[config.mk]
export PLATFORM = sky130hd
export DESIGN_NAME = data_capture_frame_parser_unit
export DESIGN_NICKNAME = d
export VERILOG_FILES = /design/src/rtl/dcfp_pkg.sv /design/src/rtl/data_capture_frame_parser_unit.sv /design/src/rtl/dcfp_core.sv
export SDC_FILE = /design/constraint.sdc
export NUM_CORES = 1
export LEC_CHECK = 0
export ABC_AREA = 1
export BUFFER_PORTS_ARGS = -buffer_cell sky130_fd_sc_hd__buf_2
export CORE_MARGIN = 8
export CORE_UTILIZATION = 23
export CTS_CLUSTER_DIAMETER = 150
export CTS_CLUSTER_SIZE = 16
export DETAILED_ROUTE_END_ITERATION = 8
export GPL_ROUTABILITY_DRIVEN = 0
export PLACE_DENSITY = 0.44
export SETUP_SLACK_MARGIN = 0.4
export SLEW_MARGIN = 0
export SYNTH_ARGS = -nofsm -noshare
export SYNTH_HDL_FRONTEND = slang
export SYNTH_SLANG_ARGS = --single-unit
export TNS_END_PERCENT = 50
[constraint.sdc]
create_clock -name clk -period 6.3 [get_ports clk]
set_input_delay 0.945 -clock clk [delete_from_list [all_inputs] [get_ports clk]]
set_output_delay 0.945 -clock clk [all_outputs]
set_load 0.005 [all_outputs]
[src/rtl/dcfp_pkg.sv]
// shared types, constants and code classifiers for the data capture frame parser
`timescale 1ns / 1ps
package dcfp_pkg;

	localparam int unsigned ByteW = 8;
	localparam int unsigned KindW = 2;

	localparam logic [KindW-1:0] KIND_EVENT   = 2'd0;
	localparam logic [KindW-1:0] KIND_PAYLOAD = 2'd1;
	localparam logic [KindW-1:0] KIND_UNKNOWN = 2'd2;

	localparam logic [ByteW-1:0] CODE_IDLE       = 8'h00;
	localparam logic [ByteW-1:0] CODE_EVT_A      = 8'h04;
	localparam logic [ByteW-1:0] CODE_EVT_B      = 8'h07;
	localparam logic [ByteW-1:0] CODE_EVT_LO     = 8'h20;
	localparam logic [ByteW-1:0] CODE_EVT_HI     = 8'h5F;
	localparam logic [ByteW-1:0] CODE_MSG_LO     = 8'h60;
	localparam logic [ByteW-1:0] CODE_MSG_SPC_LO = 8'h63;
	localparam logic [ByteW-1:0] CODE_MSG_HI     = 8'h66;
	localparam logic [ByteW-1:0] CHAR_SPACE      = 8'h20;

	typedef struct packed {
		logic             valid;
		logic [KindW-1:0] kind;
		logic [ByteW-1:0] code;
		logic [ByteW-1:0] payload;
		logic [ByteW-1:0] byte_index;
		logic             last;
	} dcfp_res_t;

	function automatic logic is_event_code(input logic [ByteW-1:0] c);
		return (c == CODE_EVT_A) || (c == CODE_EVT_B) ||
			((c >= CODE_EVT_LO) && (c <= CODE_EVT_HI));
	endfunction

	function automatic logic is_message_code(input logic [ByteW-1:0] c);
		return (c >= CODE_MSG_LO) && (c <= CODE_MSG_HI);
	endfunction

endpackage

[src/rtl/data_capture_frame_parser_unit.sv]
// data capture frame parser: top level with result register and handshake
//
// Input channel (in_valid/in_ready/raw_byte) takes one raw byte from the
// data-capture serial line per transfer. A byte counts only when it repeats
// the byte before it; counted bytes drive the code/length/payload parser.
// Output channel (out_valid/out_ready) carries at most one result per input
// byte: an event, a message payload byte with index and last flag, or an
// unknown code that was dropped. Bytes that produce nothing give no transfer.
// Latency: the result of a byte is valid in the cycle after its transfer.
// Throughput: one byte per cycle unless stalled; the decode is a single
// compare/increment stage between the parser state and the result register.
// Stall: in_ready stays high while the result register is empty or is
// being taken in the same cycle; with a full register and out_ready low,
// in_ready drops and the pending result holds unchanged.
// Reset (arst_n low, asynchronous) clears the byte history, returns the
// parser to idle and empties the result register.
`timescale 1ns / 1ps
module data_capture_frame_parser_unit (
	input  logic                       clk,
	input  logic                       arst_n,
	input  logic                       in_valid,
	output logic                       in_ready,
	input  logic [dcfp_pkg::ByteW-1:0] raw_byte,
	output logic                       out_valid,
	input  logic                       out_ready,
	output logic [dcfp_pkg::KindW-1:0] kind,
	output logic [dcfp_pkg::ByteW-1:0] code,
	output logic [dcfp_pkg::ByteW-1:0] payload,
	output logic [dcfp_pkg::ByteW-1:0] byte_index,
	output logic                       last
);
	import dcfp_pkg::*;

	dcfp_res_t res;
	logic      accept;
	logic      out_valid_q;
	dcfp_res_t res_q;

	assign in_ready = !out_valid_q || out_ready;
	assign accept   = in_valid && in_ready;

	dcfp_core u_core (
		.clk      (clk),
		.arst_n   (arst_n),
		.accept   (accept),
		.raw_byte (raw_byte),
		.res      (res)
	);

	always_ff @(posedge clk or negedge arst_n) begin
		if (!arst_n) begin
			out_valid_q <= 1'b0;
		end else if (in_ready) begin
			out_valid_q <= accept && res.valid;
		end
	end

	always_ff @(posedge clk) begin
		if (accept && res.valid) begin
			res_q <= res;
		end
	end

	assign out_valid  = out_valid_q;
	assign kind       = res_q.kind;
	assign code       = res_q.code;
	assign payload    = res_q.payload;
	assign byte_index = res_q.byte_index;
	assign last       = res_q.last;

`ifndef SYNTHESIS
	a_event_shape: assert property (@(posedge clk) disable iff (!arst_n)
		(out_valid && kind == KIND_EVENT) |-> (last && payload == '0 && byte_index == '0))
		else $error("event result with payload fields set");

	a_unknown_shape: assert property (@(posedge clk) disable iff (!arst_n)
		(out_valid && kind == KIND_UNKNOWN) |-> (last && payload == '0 && byte_index == '0))
		else $error("unknown-code result with payload fields set");

	a_payload_code: assert property (@(posedge clk) disable iff (!arst_n)
		(out_valid && kind == KIND_PAYLOAD) |-> (code >= CODE_MSG_LO && code <= CODE_MSG_HI))
		else $error("payload result outside message code range");

	a_no_kind3: assert property (@(posedge clk) disable iff (!arst_n)
		out_valid |-> (kind == KIND_EVENT || kind == KIND_PAYLOAD || kind == KIND_UNKNOWN))
		else $error("result with undefined kind");
`endif

endmodule

[src/rtl/dcfp_core.sv]
// parser state registers and the per-byte decode that produces at most one result
`timescale 1ns / 1ps
module dcfp_core (
	input  logic                      clk,
	input  logic                      arst_n,
	input  logic                      accept,
	input  logic [dcfp_pkg::ByteW-1:0] raw_byte,
	output dcfp_pkg::dcfp_res_t       res
);
	import dcfp_pkg::*;

	logic [ByteW-1:0] prev_raw_q;
	logic [ByteW-1:0] code_q;
	logic [ByteW-1:0] exp_len_q;
	logic [ByteW-1:0] rcv_cnt_q;

	logic [ByteW-1:0] code_d;
	logic [ByteW-1:0] exp_len_d;
	logic [ByteW-1:0] rcv_cnt_d;
	logic [ByteW-1:0] cnt_inc;
	logic             counted;

	assign counted = (raw_byte == prev_raw_q);
	assign cnt_inc = rcv_cnt_q + 8'd1;

	always_comb begin
		code_d    = code_q;
		exp_len_d = exp_len_q;
		rcv_cnt_d = rcv_cnt_q;
		res       = '0;
		res.code  = code_q;
		if (counted) begin
			if (code_q == CODE_IDLE) begin
				code_d = raw_byte;
			end else if (is_event_code(code_q)) begin
				code_d    = CODE_IDLE;
				res.valid = 1'b1;
				res.kind  = KIND_EVENT;
				res.last  = 1'b1;
			end else if (is_message_code(code_q)) begin
				if (exp_len_q == '0) begin
					rcv_cnt_d = '0;
					exp_len_d = raw_byte;
				end else begin
					res.valid      = 1'b1;
					res.kind       = KIND_PAYLOAD;
					res.payload    = raw_byte;
					if ((code_q >= CODE_MSG_SPC_LO) && (raw_byte == '0))
						res.payload = CHAR_SPACE;
					res.byte_index = rcv_cnt_q;
					res.last       = (cnt_inc == exp_len_q);
					rcv_cnt_d      = cnt_inc;
					if (res.last) begin
						code_d    = CODE_IDLE;
						exp_len_d = '0;
					end
				end
			end else begin
				code_d    = CODE_IDLE;
				res.valid = 1'b1;
				res.kind  = KIND_UNKNOWN;
				res.last  = 1'b1;
			end
		end
	end

	always_ff @(posedge clk or negedge arst_n) begin
		if (!arst_n) begin
			prev_raw_q <= '0;
			code_q     <= CODE_IDLE;
			exp_len_q  <= '0;
			rcv_cnt_q  <= '0;
		end else if (accept) begin
			prev_raw_q <= raw_byte;
			code_q     <= code_d;
			exp_len_q  <= exp_len_d;
			rcv_cnt_q  <= rcv_cnt_d;
		end
	end

endmodule
==> impl_metrics.json <==
{
  "synth-simple-area-share_pct": 33.58,
  "ff2ff_path_depth": 5,
  "yosysWarnings": 0,
  "wl_per_cell_um": 13.40,
  "setup_viol": 0,
  "drt.antenna.violating_nets": 0,
  "fin_crit_sh_pct": 48.43,
  "path_clk_slew_ns": 0.06,
  "critPathBufInv": 3,
  "hpwl_mm": 5.697,
  "syn_area_um2": 3055,
  "cp_data_required_time_ns": 6.24,
  "start_util_pct": 23.35,
  "antenna_found_initial": 0,
  "cts_setup_buffers": 0,
  "synthMuxAreaShare_pct": 0,
  "rsz0062_at_grt": "no",
  "dr.pass1.iters": 4,
  "criticalPathCategory": "input port to register",
  "crit_arrival_ns": 2.99,
  "cts_max_path_buffers": 2,
  "synth_top_family_by_area": "simple AND/OR/NAND/NOR gates",
  "syn_nets": 345,
  "cts_buffers": 9,
  "core-area_um2": 13090,
  "critPathLaunchType": "input port",
  "clkLatencyLatePin_ns": 0.32,
  "cts_resized": 0,
  "utilization_pct": 28.56,
  "path_depth": 7,
  "ir_drop_uv": 95.18,
  "cts_tree": "yes",
  "finalSetupTns_ns": 0,
  "max_stage_delay_ns": 0.77,
  "worst_hold_slack_ns": 0.4725,
  "synth_cell_types": 38,
  "finalHoldViolCount": 0,
  "synthAdderAreaFrac_pct": 0.4095,
  "drive_gt1_share_pct": 24.16,
  "hold_buffers": 0,
  "status": "completed",
  "cts_max_level": 3,
  "cts_root_buf": "clkbuf_16",
  "cp_slowest_cell": "inv_1",
  "fin_skew_ns": 0.009419,
  "num-nets-final": 393,
  "synth_compound_area_share_pct": 4.505,
  "busiest_layer": "met1",
  "synth_top_cell_area_share_pct": 27.03,
  "tightest_slew_ns": 1.003,
  "met1_usage_pct": 13.20,
  "path_delay_family": "simple AND/OR/NAND/NOR gates",
  "grtUsageTotal_pct": 9.229,
  "drtIter0Drc": 116,
  "insertedDiodeCount": 0,
  "die_h_um": 131.3,
  "async_flop_share_pct": 55.00,
  "vias_per_cell": 4.073,
  "area_growth_pct": 22.32,
  "slew_headroom_pct": 33.07,
  "synth-seq-area-share_pct": 53.56,
  "placed_area_um2": 3458,
  "use_met3_pct": 2.020,
  "p_leak_uw": 0.001563,
  "synth_common_cells": "nand2_1 (88), dfrtp_1 (33), inv_1 (33)",
  "grt_use_met2_pct": 12.80,
  "fillCellCount": 1401,
  "cp_cell_sequence": "buf_2, inv_1, nand2_2, nand2_2, nor4_4, nand3_1, inv_1",
  "min_path_cells": 0,
  "final.min_clock_period_ns": 3.051,
  "hold_path_class": "register to register",
  "syn_inst": 332,
  "worstSetupEndpointType": "register",
  "synth_edf_count": 27,
  "cts_sinks": 60,
  "yosys.area_share.xor_xnor_pct": 2.580,
  "portBuffers": 40,
  "gr-total-overflow": 0,
  "drv_cap": 0,
  "fp.dieW_um": 131.3,
  "grt_pass1_wl_mm": 12.72,
  "path_max_fanout": 27,
  "drv_slew": 0,
  "synth-seq-cells": 60,
  "fmax_mhz": 327.7,
  "netlist.top_cell.by_area": "dfrtp_1",
  "io_pins": 41,
  "grt_max_degree": 34,
  "power.density_nw_per_um2": 268.2,
  "fin_area_um2": 3737,
  "grt_pass1_vias": 2389,
  "num_rows": 42,
  "drc": 0,
  "synth.area.top_cells": "dfrtp_1 (27%), edfxtp_1 (27%), nand2_1 (11%)",
  "drt_wl_total_mm": 7.520,
  "avgSynthCellArea_um2": 9.203,
  "dieArea_um2": 17230,
  "vias": 2285,
  "synth_ff_type": "dfrtp_1",
  "yosysMostFrequentCell": "nand2_1"
}
area by class of cell:
class,count,area (um^2),share of cell area [%]
Sequential cell,60,1637,43.79
Multi-Input combinational cell,231,1255,33.58
Clock buffer,12,236.5,6.327
Tap cell,176,220.2,5.892
Timing Repair Buffer,41,207.7,5.557
Inverter,37,138.9,3.716
Clock inverter,4,42.54,1.138
placed cells by master, fill, tap and decap left out, drive strengths merged, types with 2 or more instances in the layout:
cell type / synthesis / routed
nand2: 95 / 95
nor2: 47 / 47
buf: 3 / 41
inv: 36 / 36
nand3: 36 / 36
dfrtp: 33 / 33
edfxtp: 27 / 27
o21ai: 16 / 16
nand4: 12 / 12
clkbuf: 1 / 12
xnor2: 8 / 8
clkinv: 1 / 4
nor3: 3 / 3
nand3b: 2 / 2
o31ai: 2 / 2
or2: 2 / 2
nor4: 2 / 2
a21oi: 2 / 2
sequential cells by signal (all words and copies together), names as in the netlist:
register	count
payload	8
byte_index	8
u_core.rcv_cnt_q	8
u_core.prev_raw_q	8
u_core.code_q	8
kind	2
code	8
last	1
u_core.exp_len_q	8
out_valid	1
stage by stage:
stage / power (uW) / std cells / worst slack, ns
floorplan: 513.4 / 332 / 3.427
global placement: 542.3 / 545 / 2.865
detailed placement: 543.3 / 545 / 2.888
CTS: 1014 / 561 / 3.231
global route: 1048 / 561 / 3.067
finish: 1002 / 561 / 3.249
cell families (layout without fill, tap and decap cells):
logic type               Yosys count  after routing
AND/OR/NAND/NOR                  200            200
AO/OA/AOI/OAI                     21             21
flip-flops                        60             60
buffers and inverters             41             94
adder cells (fa/ha/maj)            1              1
XOR/XNOR                           9              9
path summary, 6_finish.rpt:
path                                  start                   to  slack, ns
min in group asynchronous            arst_n  u_core.rcv_cnt_q[7]       0.72
setup / recovery                  out_ready        byte_index[7]       3.25
max in group asynchronous            arst_n  u_core.rcv_cnt_q[2]       5.06
setup reg to reg                  out_valid        byte_index[7]       3.59
hold reg to reg            u_core.code_q[5]              code[5]       0.47
hold / removal             u_core.code_q[5]              code[5]       0.47
routing by layer:
metal  share of wire, %  up-vias  wire (um)
met1                 53     1041       4014
li1                   -     1191          -
met2                 42       48       3129
met5                  0        -          0
met4                1.1        0         82
met3                3.9        5        294
report_power, final:
group | leakage, uW | total (uW) | switching [uW] | internal, uW
sequential | 0.000637 | 432 | 11.5 | 421
clock | 0.000136 | 465 | 163 | 303
combinational | 0.000790 | 105 | 73.7 | 31.0
total | 0.00156 | 1000 | 248 | 754
No activity file was read; power rests on OpenSTA's default activity.
